==> src/rtl/core/hcfp_pkg.sv <==
// ---------------------------------------------------------------------------
// Host command frame parser package
// Command and error codes, register indexes, character constants and the
// types shared by the parser core and the top level.
// ---------------------------------------------------------------------------
package hcfp_pkg;

	typedef enum logic [2:0] {
		CMD_SEND  = 3'd0,
		CMD_ROUTE = 3'd1,
		CMD_CHECK = 3'd2,
		CMD_TEST  = 3'd3,
		CMD_NONE  = 3'd4
	} cmd_t;

	typedef enum logic [2:0] {
		ERR_OK      = 3'd0,
		ERR_LEN     = 3'd1,
		ERR_DEST    = 3'd2,
		ERR_DIR     = 3'd3,
		ERR_FLAG    = 3'd4,
		ERR_UNKNOWN = 3'd5,
		ERR_FORMAT  = 3'd6
	} err_t;

	typedef enum logic [1:0] {
		CFG_OPTION_FLAG = 2'd0,
		CFG_PEER        = 2'd1,
		CFG_BROADCAST   = 2'd2
	} cfg_idx_t;

	localparam logic [7:0] OPTION_FLAG_RST = 8'd68;
	localparam logic [7:0] PEER_RST        = 8'd80;
	localparam logic [7:0] BROADCAST_RST   = 8'd66;

	localparam logic [7:0] LEN_OFFSET    = 8'd32;
	localparam logic [7:0] PAYLOAD_START = 8'd7;
	localparam logic [7:0] POS_MAX       = 8'hff;

	localparam logic [7:0] CH_A_LOWER = 8'h61;
	localparam logic [7:0] CH_Z_LOWER = 8'h7a;
	localparam logic [7:0] CH_ZERO    = 8'h30;
	localparam logic [7:0] CH_COMMA   = 8'h2c;
	localparam logic [7:0] CH_BSLASH  = 8'h5c;
	localparam logic [7:0] CH_SPACE   = 8'h20;
	localparam logic [7:0] CH_S       = 8'h53;
	localparam logic [7:0] CH_Z       = 8'h5a;
	localparam logic [7:0] CH_T       = 8'h54;
	localparam logic [7:0] CH_C       = 8'h43;
	localparam logic [7:0] CH_N       = 8'h4e;

	localparam logic [8:0] DEST_PEER      = 9'h100;
	localparam logic [8:0] DEST_BROADCAST = 9'h0ff;

	typedef struct packed {
		logic [7:0] option_flag;
		logic [7:0] peer;
		logic [7:0] broadcast;
	} cfg_t;

	typedef struct packed {
		logic        kind;
		logic [7:0]  payload;
		cmd_t        command;
		err_t        error;
		logic [8:0]  dest;
		logic [7:0]  msg_len;
		logic [15:0] group_count;
		logic [15:0] fail_delay;
	} res_t;

endpackage

==> src/rtl/core/hcfp_core.sv <==
// ---------------------------------------------------------------------------
// Host command frame parser core
// Running frame state and the per-byte parse step; produces at most one
// result per byte and clears itself on the end beat.
// ---------------------------------------------------------------------------
module hcfp_core (
	input  logic            clk,
	input  logic            arst_n,
	input  logic            step,
	input  logic [7:0]      frame_byte,
	input  logic            frame_end,
	input  hcfp_pkg::cfg_t  cfg,
	output logic            res_valid,
	output hcfp_pkg::res_t  res
);

	logic [7:0]     pos_q, pos_d;
	logic [7:0]     decl_q, decl_d;
	logic [7:0]     letter_q, letter_d;
	hcfp_pkg::cmd_t cmd_q, cmd_d;
	hcfp_pkg::err_t ferr_q, ferr_d;
	logic [8:0]     dest_q, dest_d;
	logic [15:0]    num1_q, num1_d;
	logic [15:0]    num2_q, num2_d;
	logic           comma_q, comma_d;
	logic [15:0]    acc_src, acc_val;
	hcfp_pkg::err_t verdict;

	assign acc_src = comma_q ? num2_q : num1_q;
	assign acc_val = (acc_src << 3) + (acc_src << 1) + {8'd0, frame_byte}
		- {8'd0, hcfp_pkg::CH_ZERO};

	always_comb begin
		if (pos_q == 8'd0 || pos_q != decl_q) begin
			verdict = hcfp_pkg::ERR_LEN;
		end else if (ferr_q != hcfp_pkg::ERR_OK) begin
			verdict = ferr_q;
		end else if (cmd_q == hcfp_pkg::CMD_NONE) begin
			verdict = hcfp_pkg::ERR_UNKNOWN;
		end else if (cmd_q == hcfp_pkg::CMD_SEND && decl_q < hcfp_pkg::PAYLOAD_START) begin
			verdict = hcfp_pkg::ERR_FORMAT;
		end else if (cmd_q == hcfp_pkg::CMD_TEST && !comma_q) begin
			verdict = hcfp_pkg::ERR_FORMAT;
		end else begin
			verdict = hcfp_pkg::ERR_OK;
		end
	end

	always_comb begin
		pos_d     = (pos_q == hcfp_pkg::POS_MAX) ? pos_q : pos_q + 8'd1;
		decl_d    = decl_q;
		letter_d  = letter_q;
		cmd_d     = cmd_q;
		ferr_d    = ferr_q;
		dest_d    = dest_q;
		num1_d    = num1_q;
		num2_d    = num2_q;
		comma_d   = comma_q;
		res_valid = 1'b0;
		res       = '0;
		res.command = hcfp_pkg::CMD_SEND;
		res.error   = hcfp_pkg::ERR_OK;

		if (frame_end) begin
			res_valid   = 1'b1;
			res.kind    = 1'b1;
			res.error   = verdict;
			res.command = (verdict == hcfp_pkg::ERR_OK) ? cmd_q : hcfp_pkg::CMD_NONE;
			if (verdict == hcfp_pkg::ERR_OK && cmd_q == hcfp_pkg::CMD_SEND) begin
				res.dest    = dest_q;
				res.msg_len = decl_q - hcfp_pkg::PAYLOAD_START;
			end
			if (verdict == hcfp_pkg::ERR_OK && cmd_q == hcfp_pkg::CMD_TEST) begin
				res.group_count = num1_q;
				res.fail_delay  = num2_q;
			end
			pos_d    = '0;
			decl_d   = '0;
			letter_d = '0;
			cmd_d    = hcfp_pkg::CMD_NONE;
			ferr_d   = hcfp_pkg::ERR_OK;
			dest_d   = '0;
			num1_d   = '0;
			num2_d   = '0;
			comma_d  = 1'b0;
		end else if (pos_q == 8'd0) begin
			decl_d = (frame_byte >= hcfp_pkg::LEN_OFFSET) ?
				frame_byte - hcfp_pkg::LEN_OFFSET : 8'd0;
		end else if (pos_q == 8'd1) begin
			letter_d = frame_byte;
		end else if (pos_q == 8'd2) begin
			if (letter_q == hcfp_pkg::CH_S && frame_byte == hcfp_pkg::CH_Z) begin
				cmd_d = hcfp_pkg::CMD_SEND;
			end else if (letter_q == hcfp_pkg::CH_Z && frame_byte == hcfp_pkg::CH_T) begin
				cmd_d = hcfp_pkg::CMD_ROUTE;
			end else if (letter_q == hcfp_pkg::CH_S && frame_byte == hcfp_pkg::CH_C) begin
				cmd_d = hcfp_pkg::CMD_CHECK;
			end else if (letter_q == hcfp_pkg::CH_T && frame_byte == hcfp_pkg::CH_N) begin
				cmd_d = hcfp_pkg::CMD_TEST;
			end else begin
				cmd_d = hcfp_pkg::CMD_NONE;
				if (ferr_q == hcfp_pkg::ERR_OK) begin
					ferr_d = hcfp_pkg::ERR_UNKNOWN;
				end
			end
		end else if (cmd_q == hcfp_pkg::CMD_SEND && ferr_q == hcfp_pkg::ERR_OK) begin
			if (pos_q == 8'd3) begin
				if (frame_byte != cfg.option_flag) begin
					ferr_d = hcfp_pkg::ERR_FLAG;
				end
			end else if (pos_q == 8'd4) begin
				if (frame_byte == cfg.peer) begin
					dest_d = hcfp_pkg::DEST_PEER;
				end else if (frame_byte == cfg.broadcast) begin
					dest_d = hcfp_pkg::DEST_BROADCAST;
				end else begin
					ferr_d = hcfp_pkg::ERR_DIR;
				end
			end else if (pos_q == 8'd5) begin
				if (dest_q == hcfp_pkg::DEST_PEER) begin
					if (frame_byte >= hcfp_pkg::CH_A_LOWER &&
						frame_byte <= hcfp_pkg::CH_Z_LOWER) begin
						dest_d = hcfp_pkg::DEST_PEER +
							{1'b0, frame_byte - hcfp_pkg::CH_A_LOWER};
					end else begin
						ferr_d = hcfp_pkg::ERR_DEST;
					end
				end
			end else if (pos_q >= hcfp_pkg::PAYLOAD_START && pos_q < decl_q) begin
				res_valid   = 1'b1;
				res.payload = (frame_byte == hcfp_pkg::CH_BSLASH) ?
					hcfp_pkg::CH_SPACE : frame_byte;
			end
		end else if (cmd_q == hcfp_pkg::CMD_TEST) begin
			if (comma_q) begin
				num2_d = acc_val;
			end else if (frame_byte == hcfp_pkg::CH_COMMA) begin
				comma_d = 1'b1;
			end else begin
				num1_d = acc_val;
			end
		end
	end

	always_ff @(posedge clk or negedge arst_n) begin
		if (!arst_n) begin
			pos_q    <= '0;
			decl_q   <= '0;
			letter_q <= '0;
			cmd_q    <= hcfp_pkg::CMD_NONE;
			ferr_q   <= hcfp_pkg::ERR_OK;
			dest_q   <= '0;
			num1_q   <= '0;
			num2_q   <= '0;
			comma_q  <= 1'b0;
		end else if (step) begin
			pos_q    <= pos_d;
			decl_q   <= decl_d;
			letter_q <= letter_d;
			cmd_q    <= cmd_d;
			ferr_q   <= ferr_d;
			dest_q   <= dest_d;
			num1_q   <= num1_d;
			num2_q   <= num2_d;
			comma_q  <= comma_d;
		end
	end

endmodule

==> src/rtl/core/host_command_frame_parser_top.sv <==
// ---------------------------------------------------------------------------
// Host command frame parser
// Byte-wide command frame parser with payload and verdict result stream.
// ---------------------------------------------------------------------------
// Usage:
//   Frame bytes enter on s_axis (tdata = frame byte, tlast = end of frame;
//   the byte on a tlast beat is ignored). Results leave on m_axis with
//   tuser = 0 for a payload byte and 1 for the end-of-frame verdict.
//   Registers are written through cfg_we/cfg_addr/cfg_wdata while idle.
// Pipeline: a beat accepted into the input register is parsed there; its
//   result, if any, is captured in the output register when it advances.
// Throughput: one beat per cycle while the output is not stalled, set by the
//   combinational parse step between the input and output registers.
// Reset: arst_n clears the frame state, empties both stages and loads
//   the register defaults (flag 'D', peer 'P', broadcast 'B').
// Stall: while m_axis_tready is low the output register holds; beats that
//   yield no result keep flowing, and a beat with a result waits in the
//   input register, dropping s_axis_tready until the output drains.
// ---------------------------------------------------------------------------
module host_command_frame_parser_top (
	input  logic        clk,
	input  logic        arst_n,
	input  logic        cfg_we,
	input  logic [1:0]  cfg_addr,
	input  logic [7:0]  cfg_wdata,
	input  logic        s_axis_tvalid,
	output logic        s_axis_tready,
	input  logic [7:0]  s_axis_tdata,  // [7:0] frame_byte
	input  logic        s_axis_tlast,  // frame_end
	output logic        m_axis_tvalid,
	input  logic        m_axis_tready,
	// [7:0] payload_byte, [10:8] command, [13:11] error_code, [22:14] dest_code,
	// [30:23] msg_length, [46:31] group_count, [62:47] fail_delay, [63] zero
	output logic [63:0] m_axis_tdata,
	output logic        m_axis_tuser   // [0] result_kind
);

	hcfp_pkg::cfg_t cfg_q;
	logic           valid_s1;
	logic [7:0]     byte_s1;
	logic           end_s1;
	logic           out_valid_q;
	hcfp_pkg::res_t res_q;
	hcfp_pkg::res_t res;
	logic           res_valid;
	logic           adv;

	always_ff @(posedge clk or negedge arst_n) begin
		if (!arst_n) begin
			cfg_q.option_flag <= hcfp_pkg::OPTION_FLAG_RST;
			cfg_q.peer        <= hcfp_pkg::PEER_RST;
			cfg_q.broadcast   <= hcfp_pkg::BROADCAST_RST;
		end else if (cfg_we) begin
			case (cfg_addr)
				hcfp_pkg::CFG_OPTION_FLAG: cfg_q.option_flag <= cfg_wdata;
				hcfp_pkg::CFG_PEER:        cfg_q.peer        <= cfg_wdata;
				hcfp_pkg::CFG_BROADCAST:   cfg_q.broadcast   <= cfg_wdata;
				default: ;
			endcase
		end
	end

	assign adv           = valid_s1 && (!res_valid || !out_valid_q || m_axis_tready);
	assign s_axis_tready = !valid_s1 || adv;

	always_ff @(posedge clk or negedge arst_n) begin
		if (!arst_n) begin
			valid_s1 <= 1'b0;
		end else if (s_axis_tready) begin
			valid_s1 <= s_axis_tvalid;
		end
	end

	always_ff @(posedge clk) begin
		if (s_axis_tvalid && s_axis_tready) begin
			byte_s1 <= s_axis_tdata;
			end_s1  <= s_axis_tlast;
		end
	end

	hcfp_core u_core (
		.clk        (clk),
		.arst_n     (arst_n),
		.step       (adv),
		.frame_byte (byte_s1),
		.frame_end  (end_s1),
		.cfg        (cfg_q),
		.res_valid  (res_valid),
		.res        (res)
	);

	always_ff @(posedge clk or negedge arst_n) begin
		if (!arst_n) begin
			out_valid_q <= 1'b0;
		end else if (adv && res_valid) begin
			out_valid_q <= 1'b1;
		end else if (m_axis_tready) begin
			out_valid_q <= 1'b0;
		end
	end

	always_ff @(posedge clk) begin
		if (adv && res_valid) begin
			res_q <= res;
		end
	end

	assign m_axis_tvalid = out_valid_q;
	assign m_axis_tuser  = res_q.kind;
	assign m_axis_tdata  = {1'b0, res_q.fail_delay, res_q.group_count, res_q.msg_len,
		res_q.dest, res_q.error, res_q.command, res_q.payload};

endmodule

==> config.mk <==
export PLATFORM = sky130hd
export DESIGN_NAME = host_command_frame_parser_top
export DESIGN_NICKNAME = d
export VERILOG_FILES = /design/src/rtl/core/hcfp_pkg.sv /design/src/rtl/core/hcfp_core.sv /design/src/rtl/core/host_command_frame_parser_top.sv
export SDC_FILE = /design/constraint.sdc
export NUM_CORES = 1
export LEC_CHECK = 0
export BUFFER_PORTS_ARGS = -buffer_cell sky130_fd_sc_hd__buf_4
export CORE_MARGIN = 3
export CORE_UTILIZATION = 55
export CTS_CLUSTER_DIAMETER = 100
export DETAILED_ROUTE_END_ITERATION = 10
export GPL_TIMING_DRIVEN = 0
export PLACE_DENSITY = 0.77
export SLEW_MARGIN = 25
export SYNTH_ARGS = -nofsm -noshare
export SYNTH_HDL_FRONTEND = slang
export SYNTH_SLANG_ARGS = --single-unit
==> constraint.sdc <==
create_clock -name clk -period 11 [get_ports clk]
set_input_delay 1.1 -clock clk [delete_from_list [all_inputs] [get_ports clk]]
set_output_delay 1.1 -clock clk [all_outputs]
set_load 0.05 [all_outputs]
=== Word level (Yosys, flattened, before mapping) ===
Index checks and enable logic that the tools add are counted.

* Register bits: 171
* Output and inout bits: 67

* Magnitude comparators: 6
* Add/sub/neg operators: 8
* Bitwise gates (word level): 2
* Muxes and demuxes: 89
* Reduce and logical (&&, ||, !) cells: 58
* Eq/ne operators: 42

{| class="wikitable"
|+ Operator list
! operator !! count
|-
| two-way mux 16 bit || 15
|-
| two-way mux 9 bit || 12
|-
| two-way mux 3 bit || 32
|-
| equality test 8 x 7 -> 1 bit, second input constant || 8
|-
| two-way mux 8 bit || 8
|-
| two-way mux 1 bit || 20
|-
| adder 16 bit || 1
|-
| adder 16 x 8 -> 16 bit || 1
|-
| equality test 8 x 2 -> 1 bit, second input constant || 2
|-
| equality test 8 x 3 -> 1 bit, second input constant || 2
|-
| equality test 8 bit || 2
|-
| != test 2 bit, second input constant || 8
|-
| != test 8 bit || 2
|-
| AND reduction 2 bit || 8
|-
| subtractor 16 x 6 -> 16 bit, second input constant || 1
|-
| two-way mux 15 bit || 1
|-
| != test 3 bit, second input constant || 5
|-
| AND reduction 15 bit || 1
|-
| nonzero test 3 bit || 5
|-
| logical AND 1 bit || 14
|-
| nonzero test 2 bit || 7
|-
| != test 5 x 3 -> 1 bit, second input constant || 2
|-
| AND reduction 10 bit || 1
|-
| nonzero test 5 bit || 2
|-
| other kinds (36) || 45
|}

=== Logic depth before layout (Yosys ltp) ===
Gate-level depths: netlist (run 1).

* Depth in word-level cells: 17
* Gate-level depth with buffers: 15
* Mapped depth without buffers: 14

=== Modules after synthesis ===
Synthesis (run 1) repeated with hierarchy kept, for this count alone.

* Cell total of the unflattened synthesis: 830
* Area total of the unflattened synthesis: 9185.1 um^2

{| class="wikitable"
|+ Modules (own cells, without submodules)
! module !! area each (um^2) !! instances !! cells each
|-
| hcfp_core || 5963.2 || 1 || 694
|-
| host_command_frame_parser_top || 3221.8 || 1 || 136
|}

=== Worst setup path before layout (run 1) ===
OpenSTA, ideal clock, no wires.

* Path kind: register -> register
* From: register u_core.pos_q[3]
* To: register res_q, in the netlist m_axis_tdata[0] (enable)
* Cell stages (with the launch flop): 10
* Path slack: 5.306 ns
* Data required time: 10.493 ns
* Library setup time: 0.507 ns
* Data arrival time: 5.187 ns
* Clock period less this slack: 5.694 ns
* Cells stage by stage: dfrtp_1 > buf_6 > or4_4 > a211oi_4 > o311ai_4 > and3_1 > buf_4 > buf_2 > buf_2 > a21oi_1

* Word-level cells in the longest chain between the ends: 16
* Elaborated cells on any way between the ends: 23

{| class="wikitable"
|+ Ends and longest elaborated chain
! element !! line !! source
|-
| from (decl) || hcfp_core.sv:17 || <nowiki>logic [7:0] pos_q, pos_d;</nowiki>
|-
| from (signal assigned) || hcfp_core.sv:157 || <nowiki>pos_q <= pos_d;</nowiki>
|-
| >= comparator 8 x 3 -> 1 bit / < comparator 8 bit (equally long branches) || hcfp_core.sv:129 || <nowiki>end else if (pos_q >= hcfp_pkg::PAYLOAD_START && pos_q < decl_q) begin</nowiki>
|-
| logical AND 1 bit || hcfp_core.sv:129 ||
|-
| two-way mux 1 bit || hcfp_core.sv:129 ||
|-
| two-way mux 1 bit || hcfp_core.sv:119 || <nowiki>end else if (pos_q == 8'd5) begin</nowiki>
|-
| two-way mux 1 bit || hcfp_core.sv:111 || <nowiki>end else if (pos_q == 8'd4) begin</nowiki>
|-
| two-way mux 1 bit || hcfp_core.sv:107 || <nowiki>if (pos_q == 8'd3) begin</nowiki>
|-
| two-way mux 1 bit || hcfp_core.sv:106 || <nowiki>end else if (cmd_q == hcfp_pkg::CMD_SEND && ferr_q == hcfp_pkg::ERR_OK) begin</nowiki>
|-
| two-way mux 1 bit || hcfp_core.sv:91 || <nowiki>end else if (pos_q == 8'd2) begin</nowiki>
|-
| two-way mux 1 bit || hcfp_core.sv:89 || <nowiki>end else if (pos_q == 8'd1) begin</nowiki>
|-
| two-way mux 1 bit * || hcfp_core.sv:86 || <nowiki>end else if (pos_q == 8'd0) begin</nowiki>
|-
| two-way mux 1 bit * || hcfp_core.sv:64 || <nowiki>if (frame_end) begin</nowiki>
|-
| zero test 1 bit || host_command_frame_parser_top.sv:63 || <nowiki>assign adv = valid_s1 && (!res_valid || !out_valid_q || m_axis_tready);</nowiki>
|-
| logical OR 1 bit (2 in a row) || host_command_frame_parser_top.sv:63 ||
|-
| logical AND 1 bit || host_command_frame_parser_top.sv:63 ||
|-
| logical AND 1 bit * || host_command_frame_parser_top.sv:103 || <nowiki>if (adv && res_valid) begin</nowiki>
|-
| to (signal assigned) || host_command_frame_parser_top.sv:104 || <nowiki>res_q <= res;</nowiki>
|-
| to (decl) || host_command_frame_parser_top.sv:43 || <nowiki>hcfp_pkg::res_t res_q;</nowiki>
|}

Mark *: on every way between the ends. The rest lies on a longest branch, timed or not.
A chain may end at the register's enable or synchronous reset.

=== Worst setup path in the final report (run 1) ===
* From: register u_core.comma_q
* To: register u_core.num1_q[15]

* Word-level cells in the longest chain between the ends: 12
* Elaborated cells on any way between the ends: 14

{| class="wikitable"
|+ Ends and longest elaborated chain
! element !! line !! source
|-
| from (decl) || hcfp_core.sv:25 || <nowiki>logic comma_q, comma_d;</nowiki>
|-
| from (signal assigned) || hcfp_core.sv:165 || <nowiki>comma_q <= comma_d;</nowiki>
|-
| two-way mux 15 bit || hcfp_core.sv:29 || <nowiki>assign acc_src = comma_q ? num2_q : num1_q;</nowiki>
|-
| adder 16 bit || hcfp_core.sv:30 || <nowiki>assign acc_val = (acc_src << 3) + (acc_src << 1) + {8'd0, frame_byte}</nowiki>
|-
| adder 16 x 8 -> 16 bit || hcfp_core.sv:30 ||
|-
| subtractor 16 x 6 -> 16 bit || hcfp_core.sv:31 || <nowiki>- {8'd0, hcfp_pkg::CH_ZERO};</nowiki>
|-
| two-way mux 16 bit || hcfp_core.sv:137 || <nowiki>end else if (frame_byte == hcfp_pkg::CH_COMMA) begin</nowiki>
|-
| two-way mux 16 bit || hcfp_core.sv:135 || <nowiki>if (comma_q) begin</nowiki>
|-
| two-way mux 16 bit || hcfp_core.sv:134 || <nowiki>end else if (cmd_q == hcfp_pkg::CMD_TEST) begin</nowiki>
|-
| two-way mux 16 bit || hcfp_core.sv:106 ||
|-
| two-way mux 16 bit || hcfp_core.sv:91 ||
|-
| two-way mux 16 bit || hcfp_core.sv:89 ||
|-
| two-way mux 16 bit || hcfp_core.sv:86 ||
|-
| two-way mux 16 bit || hcfp_core.sv:64 ||
|-
| to (signal assigned) || hcfp_core.sv:163 || <nowiki>num1_q <= num1_d;</nowiki>
|-
| to (decl) || hcfp_core.sv:23 || <nowiki>logic [15:0] num1_q, num1_d;</nowiki>
|}

Parallel ways exist; a longest one is shown, timed or not. The select of a mux whose other input is x is not followed.

==> out/metrics.json, run 1 <==
{
  "setup_path": {
    "reg2reg_depth": 14,
    "endpoint_kind": "flop",
    "worst_r2r_endpoint": "u_core.num1_q[15]$_DFFE_PN0P_",
    "timing.reg2reg.setup_slack_ns": 5.74,
    "critical_path_class": "flop to flop",
    "arrival_ns": 5.60,
    "timing.critical_path.from_type": "flop",
    "crit_path_max_fanout": 10,
    "critical_path_required_ns": 11.34,
    "timing.rr.start": "u_core.comma_q$_DFFE_PN0P_"
  },
  "logic_synthesis": {
    "synth_enable_flop_cells": 73,
    "synth.lib_cells_used.distinct": 81,
    "syn-instance-count": 870,
    "synth.yosys.seq_area_share_pct": 49.42,
    "syn-num-nets": 955,
    "async_flop_share_pct": 57.31,
    "ys_seq_elements": 171,
    "synth_flop_cell": "sky130_fd_sc_hd__dfrtp_1",
    "post_synth_design_cell_area_sq_um": 9417,
    "synth.avg_cell_area_sq_um": 10.82,
    "synth.yosys.warnings": 0
  },
  "global_route": {
    "grt_overflow_total": 0,
    "globalRouteMet1Util_pct": 36.23,
    "grt_usage_pct": 25.60,
    "grt_antenna_before_repair": 0,
    "grt_pass1_vias": 6940,
    "grt_pass1_wl_mm": 36.80,
    "global_route.usage.met3_pct": 5.478,
    "grtUsageMet2_pct": 39.10,
    "gr-max-usage-layer": "met2",
    "grt_max_degree": 99
  },
  "sta": {
    "fmax_mhz": 190.2,
    "tightest_slew_ns": 0.9290,
    "hold_viol": 0,
    "timing.final.crit_period_ns": 5.257,
    "endpoints_failing_setup": 0,
    "slew_headroom_pct": 38.07,
    "rsz0062_at_grt": "no",
    "final_max_slew_viol_count": 0,
    "fin_worst_skew_ns": 0.008204,
    "period_share_pct": 47.79,
    "fin_tns_setup_ns": 0
  },
  "clock_network": {
    "clock_insertion_delay_worst_skew_ns": 0.44,
    "clock_sinks": 171,
    "tritoncts": "done",
    "clockRootBuffer": "sky130_fd_sc_hd__clkbuf_16",
    "cts-root-to-sink-buffers": 2,
    "numCtsBuffers": 17,
    "postCtsSetupBuffers": 0,
    "cts_resized": 0,
    "cts.clk_slew.worst_paths_ns": 0.07,
    "cts.hold.buffers_added": 0,
    "cts.htree.levels": 4
  },
  "floorplanning": {
    "die-area_sq_um": 18730,
    "placeableCoreArea_sq_um": 16640,
    "floorplan.initialDensity_pct": 56.58,
    "fp.dieH_um": 136.8,
    "chipWidth_um": 136.8,
    "rows": 47,
    "io_pins": 91
  },
  "detailed_routing": {
    "vias": 7255,
    "wl_mm": 23.00,
    "via_cell_ratio": 5.976,
    "drt-wirelength-per-cell_um": 18.94,
    "firstDrtPassIters": 7,
    "route.detailed.drc": 0,
    "final_antenna_net_count": 0,
    "drt_first_iter_violations": 877
  },
  "status": {
    "status": "finished clean"
  },
  "hold_path": {
    "min_delay_worst_endpoint": "m_axis_tuser$_DFFE_PP_",
    "holdPathStages": 0,
    "hold_path.class": "flop to flop",
    "hp-start": "end_s1$_DFFE_PP_"
  },
  "layout": {
    "area.growth.synth_to_final_pct": 17.35,
    "mostFrequentLayoutCell": "sky130_fd_sc_hd__dfrtp_1",
    "drive_above_1_share_pct": 19.92,
    "nets": 1066,
    "multi_input_area_sq_um": 4405,
    "diodes": 0,
    "most-common-layout-cells": "91 x sky130_fd_sc_hd__dfrtp_1, 90 x sky130_fd_sc_hd__buf_4, 74 x sky130_fd_sc_hd__nand2_1",
    "nFillCells": 1277,
    "register_area_sq_um": 4653,
    "final_util_pct": 66.40,
    "finish.cell_count_without_fillers": 1214
  },
  "power_and_ir_drop": {
    "design_power_total_uw": 2631,
    "max-vdd-ir-drop_v": 0.0001624,
    "power_density_over_cell_area_nw_per_um2": 238.1,
    "p_leak_uw": 0.004849
  },
  "placement": {
    "numPortBuffers": 89,
    "dp.cells": 1182,
    "gp_congestion": 0.9010,
    "hpwl_mm": 16.62
  },
  "run": {
    "max_cap_violations": 0
  }
}
-- registers in the layout, summed over array words and instances, names as in the netlist, 3 cells and up --
| register | count |
|---|---|
| byte_s1 | 8 |
| cfg_q | 24 |
| m_axis_tdata | 63 |
| u_core.cmd_q | 3 |
| u_core.decl_q | 8 |
| u_core.dest_q | 9 |
| u_core.ferr_q | 3 |
| u_core.letter_q | 8 |
| u_core.num1_q | 16 |
| u_core.num2_q | 16 |
| u_core.pos_q | 8 |
-- worst max-delay path, stage by stage, from the launching register on --
cell and delay (ns):
sky130_fd_sc_hd__dfrtp_1 0.41, sky130_fd_sc_hd__buf_1 0.52, sky130_fd_sc_hd__clkbuf_1 0.69, sky130_fd_sc_hd__mux2i_1 0.32, sky130_fd_sc_hd__inv_1 0.09, sky130_fd_sc_hd__fa_1 0.47, sky130_fd_sc_hd__ha_1 0.31, sky130_fd_sc_hd__ha_1 0.35
sky130_fd_sc_hd__nor2b_1 0.16, sky130_fd_sc_hd__o31a_1 0.29, sky130_fd_sc_hd__o41ai_1 0.49, sky130_fd_sc_hd__o21ai_0 0.25, sky130_fd_sc_hd__o41ai_1 0.44, sky130_fd_sc_hd__xnor2_1 0.17, sky130_fd_sc_hd__o31ai_1 0.21
-- cells by family (layout without fill, tap and decap cells) --
kind of cell / Yosys count / after routing / share of synthesized area, %
XOR/XNOR: 47 / 47 / 4.372
multiplexers: 52 / 52 / 6.032
other: 1 / 1 / 0.03982
buffers and inverters: 91 / 215 / 3.973
flip-flops: 171 / 171 / 49.42
AND/OR/NAND/NOR: 282 / 282 / 15.65
AO/OA/AOI/OAI: 165 / 165 / 11.93
adder cells (fa/ha/maj): 61 / 61 / 8.584
-- cells in the mapped netlist, drive strengths merged, types with 5 or more instances --
library cell	instances	area, sq um
mux2i	14	140.1
inv	50	187.7
dfstp	7	183.9
nand4	10	62.56
edfxtp	73	2192
ha	55	688.2
nand2	74	277.8
dfrtp	91	2277
buf	16	92.58
a22o	9	78.83
o22ai	5	31.28
xor2	9	78.83
a21oi	27	135.1
nand3	16	85.08
xnor2	38	332.8
fa	6	120.1
nor3	21	115.1
or3	6	47.54
and2	23	143.9
nand2b	6	37.54
a211oi	7	65.06
nor2b	7	43.79
and3	45	281.5
mux2	38	427.9
nor2	55	224.0
o21ai	58	294.0
clkbuf	24	90.09
a22oi	18	135.1
-- cell type report --
| cell class | instances | area share [%] |
|---|---|---|
| Sequential cell | 171 | 42.11 |
| Multi-Input combinational cell | 608 | 39.87 |
| Timing Repair Buffer | 92 | 6.827 |
| Clock buffer | 17 | 3.850 |
| Tap cell | 220 | 2.491 |
| Inverter | 51 | 1.732 |
| Buffer | 40 | 1.653 |
| Clock inverter | 15 | 1.472 |
-- per-stage QoR --
step                area (sq um)  hold slack, ns  setup slack (ns)
floorplan                   9417          0.4244             5.306
global placement           10360          0.4313             3.689
detailed placement         10460          0.4573             5.834
CTS                        11050          0.4814             5.812
global route               11050          0.4921             5.522
finish                     11050          0.4766             5.743
-- worst max path at each step --
stage / slack, ns / endpoint / startpoint / cells past startpoint
detailed placement: 5.83 / u_core.num1_q[15]$_DFFE_PN0P_ / u_core.comma_q$_DFFE_PN0P_ / 14
global route: 5.52 / u_core.num1_q[15]$_DFFE_PN0P_ / u_core.comma_q$_DFFE_PN0P_ / 14
finish: 5.74 / u_core.num1_q[15]$_DFFE_PN0P_ / u_core.comma_q$_DFFE_PN0P_ / 14
global placement: 3.69 / m_axis_tdata[55]$_SDFFCE_PN0P_ / u_core.decl_q[2]$_DFFE_PN0P_ / 10
floorplan: 5.31 / m_axis_tdata[0]$_SDFFCE_PP0P_ / u_core.pos_q[3]$_DFFE_PN0P_ / 9
CTS: 5.81 / u_core.num1_q[15]$_DFFE_PN0P_ / u_core.comma_q$_DFFE_PN0P_ / 14
-- per-layer routing --
metal,wire length [um],up-vias
met5,0,-
met4,540,0
met3,1760,52
met2,10740,336
met1,9956,3507
li1,-,3360
-- power breakdown --
group          switching, uW  internal (uW)  total (uW)
sequential              92.5            775         867
combinational            684            473        1160
clock                    269            338         607
total                   1050           1590        2630
(Power assumes the default switching activity.)
==> run 2: changes to the inputs <==
==> constraint.sdc (replaced) <==
create_clock -name clk -period 4.95 [get_ports clk]
set_input_delay 0.495 -clock clk [delete_from_list [all_inputs] [get_ports clk]]
set_output_delay 0.495 -clock clk [all_outputs]
set_load 0.05 [all_outputs]
==> run 2 against run 1 <==
Setup slack lost 5.4 ns. Via count shrank 0.44%. Sequential cell count is the same. Critical endpoint unchanged. Largest cell class unchanged.
==> out/metrics.json, run 2 (synthesis gave the netlist of run 1 again) <==
{
  "setup_path": {
    "arrival_ns": 4.91,
    "cpLargestDelayFamily": "compound AO/OA/AOI/OAI gates",
    "crit_path_max_fanout": 12,
    "timing.critical_path.from_type": "flop",
    "cp.buffers_inverters": 2,
    "timing.critical_path.slowest_cell_delay_ns": 0.57,
    "critical_path_class": "flop to flop",
    "worst_path_max_delay_cell": "sky130_fd_sc_hd__dfrtp_2",
    "critical_path_required_ns": 5.29,
    "endpoint_kind": "flop",
    "crit_chain": "clkbuf_2, mux2i_1, inv_1, fa_1, ha_1, ha_1, nor2b_1, o31a_1, o41ai_1, o21ai_0, o41ai_1, xnor2_1, o31ai_1"
  },
  "detailed_routing": {
    "vias": 7223,
    "final_antenna_net_count": 0,
    "route.detailed.drc": 0,
    "via_cell_ratio": 5.955,
    "wl_mm": 22.79,
    "drt-wirelength-per-cell_um": 18.78,
    "firstDrtPassIters": 6,
    "drt_first_iter_violations": 809
  },
  "sta": {
    "timing.final.crit_period_ns": 4.568,
    "period_share_pct": 92.28,
    "tightest_slew_ns": 0.9384,
    "fin_worst_skew_ns": 0.009644,
    "rsz0062_at_grt": "no",
    "fmax_mhz": 218.9,
    "final_max_slew_viol_count": 0,
    "endpoints_failing_setup": 0,
    "timing.final.ws_setup_ns": 0.3821,
    "fin_hold_ws_ns": 0.1566,
    "hold_viol": 0,
    "fin_tns_setup_ns": 0,
    "slew_headroom_pct": 37.44
  },
  "clock_network": {
    "numCtsBuffers": 17,
    "cts.hold.buffers_added": 0,
    "clock_insertion_delay_worst_skew_ns": 0.44,
    "cts.htree.levels": 4,
    "cts.clk_slew.worst_paths_ns": 0.07,
    "cts-root-to-sink-buffers": 2,
    "clock_sinks": 171,
    "clockRootBuffer": "sky130_fd_sc_hd__clkbuf_16",
    "postCtsSetupBuffers": 0,
    "tritoncts": "done"
  },
  "global_route": {
    "grt_pass1_wl_mm": 36.67,
    "grt_overflow_total": 0,
    "grt_antenna_before_repair": 0,
    "grt_usage_pct": 25.42,
    "grt_pass1_vias": 6920,
    "grt_max_degree": 99
  },
  "layout": {
    "drive_above_1_share_pct": 20.14,
    "most-common-layout-cells": "90 x sky130_fd_sc_hd__buf_4, 90 x sky130_fd_sc_hd__dfrtp_1, 74 x sky130_fd_sc_hd__nand2_1",
    "fin_area_sq_um": 11070,
    "area.growth.synth_to_final_pct": 17.59,
    "max_reg_flops": 63,
    "nets": 1065,
    "diodes": 0
  },
  "status": {
    "status": "finished clean"
  },
  "placement": {
    "dpl_cell_area_sq_um": 10460,
    "numPortBuffers": 89,
    "dp_slack_ns": -0.1492,
    "gp_congestion": 0.9018,
    "hpwl_mm": 16.30
  },
  "floorplanning": {
    "placeableCoreArea_sq_um": 16640,
    "rows": 47,
    "chipWidth_um": 136.8,
    "die-area_sq_um": 18730,
    "fp.dieH_um": 136.8,
    "floorplan.initialDensity_pct": 56.58,
    "io_pins": 91
  },
  "power_and_ir_drop": {
    "max-vdd-ir-drop_v": 0.0003699,
    "p_leak_uw": 0.004868,
    "power.switching_uw": 2295,
    "seq_pwr_share_pct": 32.8,
    "pwr-share-comb_pct": 43.4,
    "clkPwrFrac_pct": 23.8,
    "power_density_over_cell_area_nw_per_um2": 530.2,
    "p_sw_share_pct": 39.09,
    "p_int_uw": 3576
  },
  "hold_path": {
    "hold_path.class": "input pin to async pin"
  },
  "run": {
    "max_cap_violations": 0
  }
}
==> run 2: path summary, 6_finish.rpt <==
path                                            startpoint                       endpoint  slack (ns)  depth (start not counted)
worst max-delay path            u_core.comma_q$_DFFE_PN0P_  u_core.num1_q[15]$_DFFE_PN0P_        0.38                         13
worst min-delay path                                arst_n  u_core.num2_q[11]$_DFFE_PN0P_        0.16                          1
worst max register to register  u_core.comma_q$_DFFE_PN0P_  u_core.num1_q[15]$_DFFE_PN0P_        0.38                         13
worst min register to register            end_s1$_DFFE_PP_         m_axis_tuser$_DFFE_PP_        0.47                          0
max in group asynchronous                           arst_n   u_core.decl_q[6]$_DFFE_PN0P_        4.14                          1
min in group clk                           s_axis_tdata[7]           byte_s1[7]$_DFFE_PP_        0.23                          1
==> run 2: layout make-up <==
class,count,area (sq um)
Fill cell,1260,5569
Multi-Input combinational cell,608,4405
Timing Repair Buffer,92,754.5
Inverter,51,191.4
Buffer,39,180.2
Tap cell,220,275.3
Clock buffer,17,425.4
Sequential cell,171,4654
Clock inverter,15,186.4
==> run 2: routing by layer <==
metal	wire (um)	up-vias	GRT usage, %
li1	-	3367	-
met1	9971	3478	36.08
met2	10410	330	39.29
met3	1866	48	5.662
met4	541	0	7.871
met5	0	-	0
==> run 2: repair_timing <==
action,in CTS,in global routing
gates resized for setup,1,1
endpoints found under the setup margin,8,2
pin swaps,0,0
==> run 2: worst reg2reg max path: cells and delay by family, from the launching register on <==
kind / cells / cell delay (ns)
compound gates: 5 / 1.62
fa+ha+maj: 3 / 1.12
flops: 1 / 0.57
buf+inv: 2 / 0.54
mux: 1 / 0.32
xor+xnor: 1 / 0.17
simple gates: 1 / 0.16
==> run 2: through the flow <==
step / total power (uW) / cells / util [%]
3_5_place_dp: 4417 / 1182 / 62.87
4_1_cts: 5859 / 1213 / 66.53
3_3_place_gp: 4332 / 1179 / 62.27
2_1_floorplan: 3807 / 870 / -
6_report: 5871 / 1213 / 66.54
5_1_grt: 6277 / 1213 / 66.54
==> run 2: power by group through the flow <==
stage	Combinational, uW	Clock [uW]	Sequential, uW
finish	2550	1400	1920
global route	2850	1480	1950
CTS	2530	1410	1920
detailed placement	2470	0	1940
global placement	2390	0	1940
floorplan	1780	0	2030
==> run 3: changes to the inputs <==
--- a/config.mk
+++ b/config.mk
@@ -5,6 +5,7 @@
 export SDC_FILE = /design/constraint.sdc
 export NUM_CORES = 1
 export LEC_CHECK = 0
+export ABC_AREA = 1
 export BUFFER_PORTS_ARGS = -buffer_cell sky130_fd_sc_hd__buf_4
 export CORE_MARGIN = 3
 export CORE_UTILIZATION = 55
==> run 3 against run 2 <==
Critical path depth up 5. Sequential power about the same. Combinational power up 5%. Count of clock-buffer cells in the layout unchanged. Non-clock buffer count down 6. Synthesized cell count up 40%. Sequential cell count unchanged. Wire length up 5.8%. Cell count up 29%. Largest power group unchanged.
==> out/metrics.json, run 3 <==
{
  "clock_network": {
    "postCtsSetupBuffers": 0,
    "clock_sinks": 171,
    "numCtsBuffers": 17,
    "clockRootBuffer": "sky130_fd_sc_hd__clkbuf_16",
    "cts.clk_slew.worst_paths_ns": 0.07,
    "cts.hold.buffers_added": 0,
    "tritoncts": "done",
    "clock_insertion_delay_worst_skew_ns": 0.44,
    "cts-root-to-sink-buffers": 2,
    "cts_resized": 0,
    "cts.htree.levels": 4
  },
  "layout": {
    "max_reg_flops": 63,
    "mostFrequentLayoutCell": "sky130_fd_sc_hd__nand2_1",
    "fin_area_sq_um": 11520,
    "drive_above_1_share_pct": 15.72,
    "multi_input_area_sq_um": 4405,
    "nFillCells": 1470,
    "nets": 1408,
    "diodes": 0,
    "most-common-layout-cells": "333 x sky130_fd_sc_hd__nand2_1, 165 x sky130_fd_sc_hd__inv_1, 138 x sky130_fd_sc_hd__nor2_1",
    "area.growth.synth_to_final_pct": 16.13,
    "register_area_sq_um": 4653,
    "final_util_pct": 65.91
  },
  "hold_path": {
    "hold_path.class": "input pin to async pin"
  },
  "logic_synthesis": {
    "synth_most_common_cell": "sky130_fd_sc_hd__nand2_1",
    "synth.avg_cell_area_sq_um": 8.170,
    "post_synth_design_cell_area_sq_um": 9918,
    "synthTopCellsByArea": "sky130_fd_sc_hd__dfrtp_1 23%, sky130_fd_sc_hd__edfxtp_1 22%, sky130_fd_sc_hd__nand2_1 13%, sky130_fd_sc_hd__ha_1 6.9%, sky130_fd_sc_hd__inv_1 6.3%",
    "syn-instance-count": 1214,
    "syn-num-nets": 1299,
    "synth_enable_flop_cells": 73,
    "synth_flop_cell": "sky130_fd_sc_hd__dfrtp_1",
    "ys_seq_elements": 171,
    "synth_top_area_share_pct": 22.96,
    "synth.lib_cells_used.distinct": 47,
    "yosysTopAreaCell": "sky130_fd_sc_hd__dfrtp_1",
    "synth.cells.most_frequent": "333 x sky130_fd_sc_hd__nand2_1, 166 x sky130_fd_sc_hd__inv_1, 138 x sky130_fd_sc_hd__nor2_1",
    "synth.yosys.warnings": 0,
    "synth.yosys.seq_area_share_pct": 46.92,
    "async_flop_share_pct": 57.31
  },
  "detailed_routing": {
    "firstDrtPassIters": 5,
    "wl_mm": 24.10,
    "vias": 8322,
    "drt_first_iter_violations": 838,
    "final_antenna_net_count": 0,
    "via_cell_ratio": 5.331,
    "route.detailed.drc": 0,
    "drt-wirelength-per-cell_um": 15.44
  },
  "floorplanning": {
    "placeableCoreArea_sq_um": 17480,
    "io_pins": 91,
    "fp.dieH_um": 140.3,
    "rows": 48,
    "die-area_sq_um": 19680,
    "chipWidth_um": 140.3,
    "floorplan.initialDensity_pct": 56.75
  },
  "power_and_ir_drop": {
    "max-vdd-ir-drop_v": 0.0003119,
    "p_leak_uw": 0.005603,
    "power_density_over_cell_area_nw_per_um2": 516.1
  },
  "sta": {
    "fmax_mhz": 231.2,
    "fin_tns_setup_ns": 0,
    "final_max_slew_viol_count": 0,
    "tightest_slew_ns": 0.8943,
    "fin_hold_ws_ns": 0.1514,
    "fin_worst_skew_ns": 0.01293,
    "period_share_pct": 87.37,
    "slew_headroom_pct": 40.38,
    "hold_viol": 0,
    "timing.final.crit_period_ns": 4.325,
    "rsz0062_at_grt": "no",
    "endpoints_failing_setup": 0,
    "timing.final.ws_setup_ns": 0.6254
  },
  "status": {
    "status": "finished clean"
  },
  "global_route": {
    "grt_pass1_wl_mm": 39.29,
    "grt_overflow_total": 0,
    "grt_antenna_before_repair": 0,
    "grt_max_degree": 99,
    "grt_pass1_vias": 7770,
    "grt_usage_pct": 24.98
  },
  "placement": {
    "hpwl_mm": 17.95,
    "numPortBuffers": 89,
    "gp_congestion": 0.9663,
    "dpl_cell_area_sq_um": 10900,
    "dp_slack_ns": 0.7787
  },
  "setup_path": {
    "critical_path_class": "flop to flop",
    "arrival_ns": 4.70,
    "timing.critical_path.from_type": "flop",
    "endpoint_kind": "flop",
    "crit_path_max_fanout": 10,
    "critical_path_required_ns": 5.33
  },
  "run": {
    "max_cap_violations": 0
  }
}
run 3: kinds of logic after synthesis:
group | Yosys count | synth area share [%]
compound gates | 153 | 8.805
xor+xnor | 19 | 1.678
fa+ha+maj | 61 | 8.149
buf+inv | 210 | 8.667
flops | 171 | 46.92
other cells | 1 | 0.03781
simple gates | 599 | 25.75
run 3: path summary, 6_finish.rpt:
check                                             startpoint                        endpoint  slack, ns  depth (start not counted)
worst max-delay path              u_core.comma_q$_DFFE_PN0P_   u_core.num1_q[15]$_DFFE_PN0P_       0.63                         18
worst min-delay path                                  arst_n     u_core.pos_q[5]$_DFFE_PN0P_       0.15                          1
worst max register to register    u_core.comma_q$_DFFE_PN0P_   u_core.num1_q[15]$_DFFE_PN0P_       0.63                         18
worst min register to register  u_core.dest_q[3]$_DFFE_PN0P_    u_core.dest_q[3]$_DFFE_PN0P_       0.48                          2
max in group asynchronous                             arst_n  u_core.letter_q[3]$_DFFE_PN0P_       4.21                          1
min in group clk                             s_axis_tdata[0]            byte_s1[0]$_DFFE_PP_       0.22                          1
run 3: critical path, cell delays in order (launching register included):
cell                       delay [ns]
sky130_fd_sc_hd__dfrtp_1         0.49
sky130_fd_sc_hd__clkbuf_1        0.37
sky130_fd_sc_hd__clkbuf_1        0.45
sky130_fd_sc_hd__nand2_1         0.13
sky130_fd_sc_hd__o21ai_0         0.28
sky130_fd_sc_hd__fa_1            0.53
sky130_fd_sc_hd__ha_1            0.30
sky130_fd_sc_hd__ha_1            0.21
sky130_fd_sc_hd__inv_1           0.08
sky130_fd_sc_hd__fa_1            0.36
sky130_fd_sc_hd__inv_1           0.15
sky130_fd_sc_hd__nand3_1         0.10
sky130_fd_sc_hd__nand2_1         0.15
sky130_fd_sc_hd__nand3_1         0.10
sky130_fd_sc_hd__nand4_1         0.17
sky130_fd_sc_hd__nor2_1          0.07
sky130_fd_sc_hd__nor2_1          0.14
sky130_fd_sc_hd__nand3_1         0.09
sky130_fd_sc_hd__nand2_1         0.09
run 3: layout make-up:
class                   instances  share of cell area, %
plain buffers                  35                  1.760
clock buffers                  17                  3.693
clock inverters                15                  1.662
inverters                     175                  5.725
multi-input cells             833                  38.25
flip-flops and latches        171                  40.40
well taps                     225                  2.444
repair buffers                 90                  6.072
run 3: through the flow:
| stage | power (uW) | cells |
|---|---|---|
| floorplan | 3869 | 1214 |
| global placement | 4482 | 1528 |
| detailed placement | 4539 | 1529 |
| CTS | 5927 | 1561 |
| global route | 6427 | 1561 |
| finish | 5945 | 1561 |
run 3: where the power goes:
group | internal (uW) | switching [uW]
logic | 925 | 1740
registers | 1720 | 189
clock network | 691 | 675
total | 3340 | 2610
run 3: routing by layer:
metal	part of all wire [%]	global-route usage [%]	wire length [um]	vias to the layer above
met2	45	38.21	10820	322
met1	46	36.62	10990	3846
met3	7.5	4.541	1800	34
met5	0	0	0	-
li1	-	-	-	4120
met4	2.0	7.445	490	0
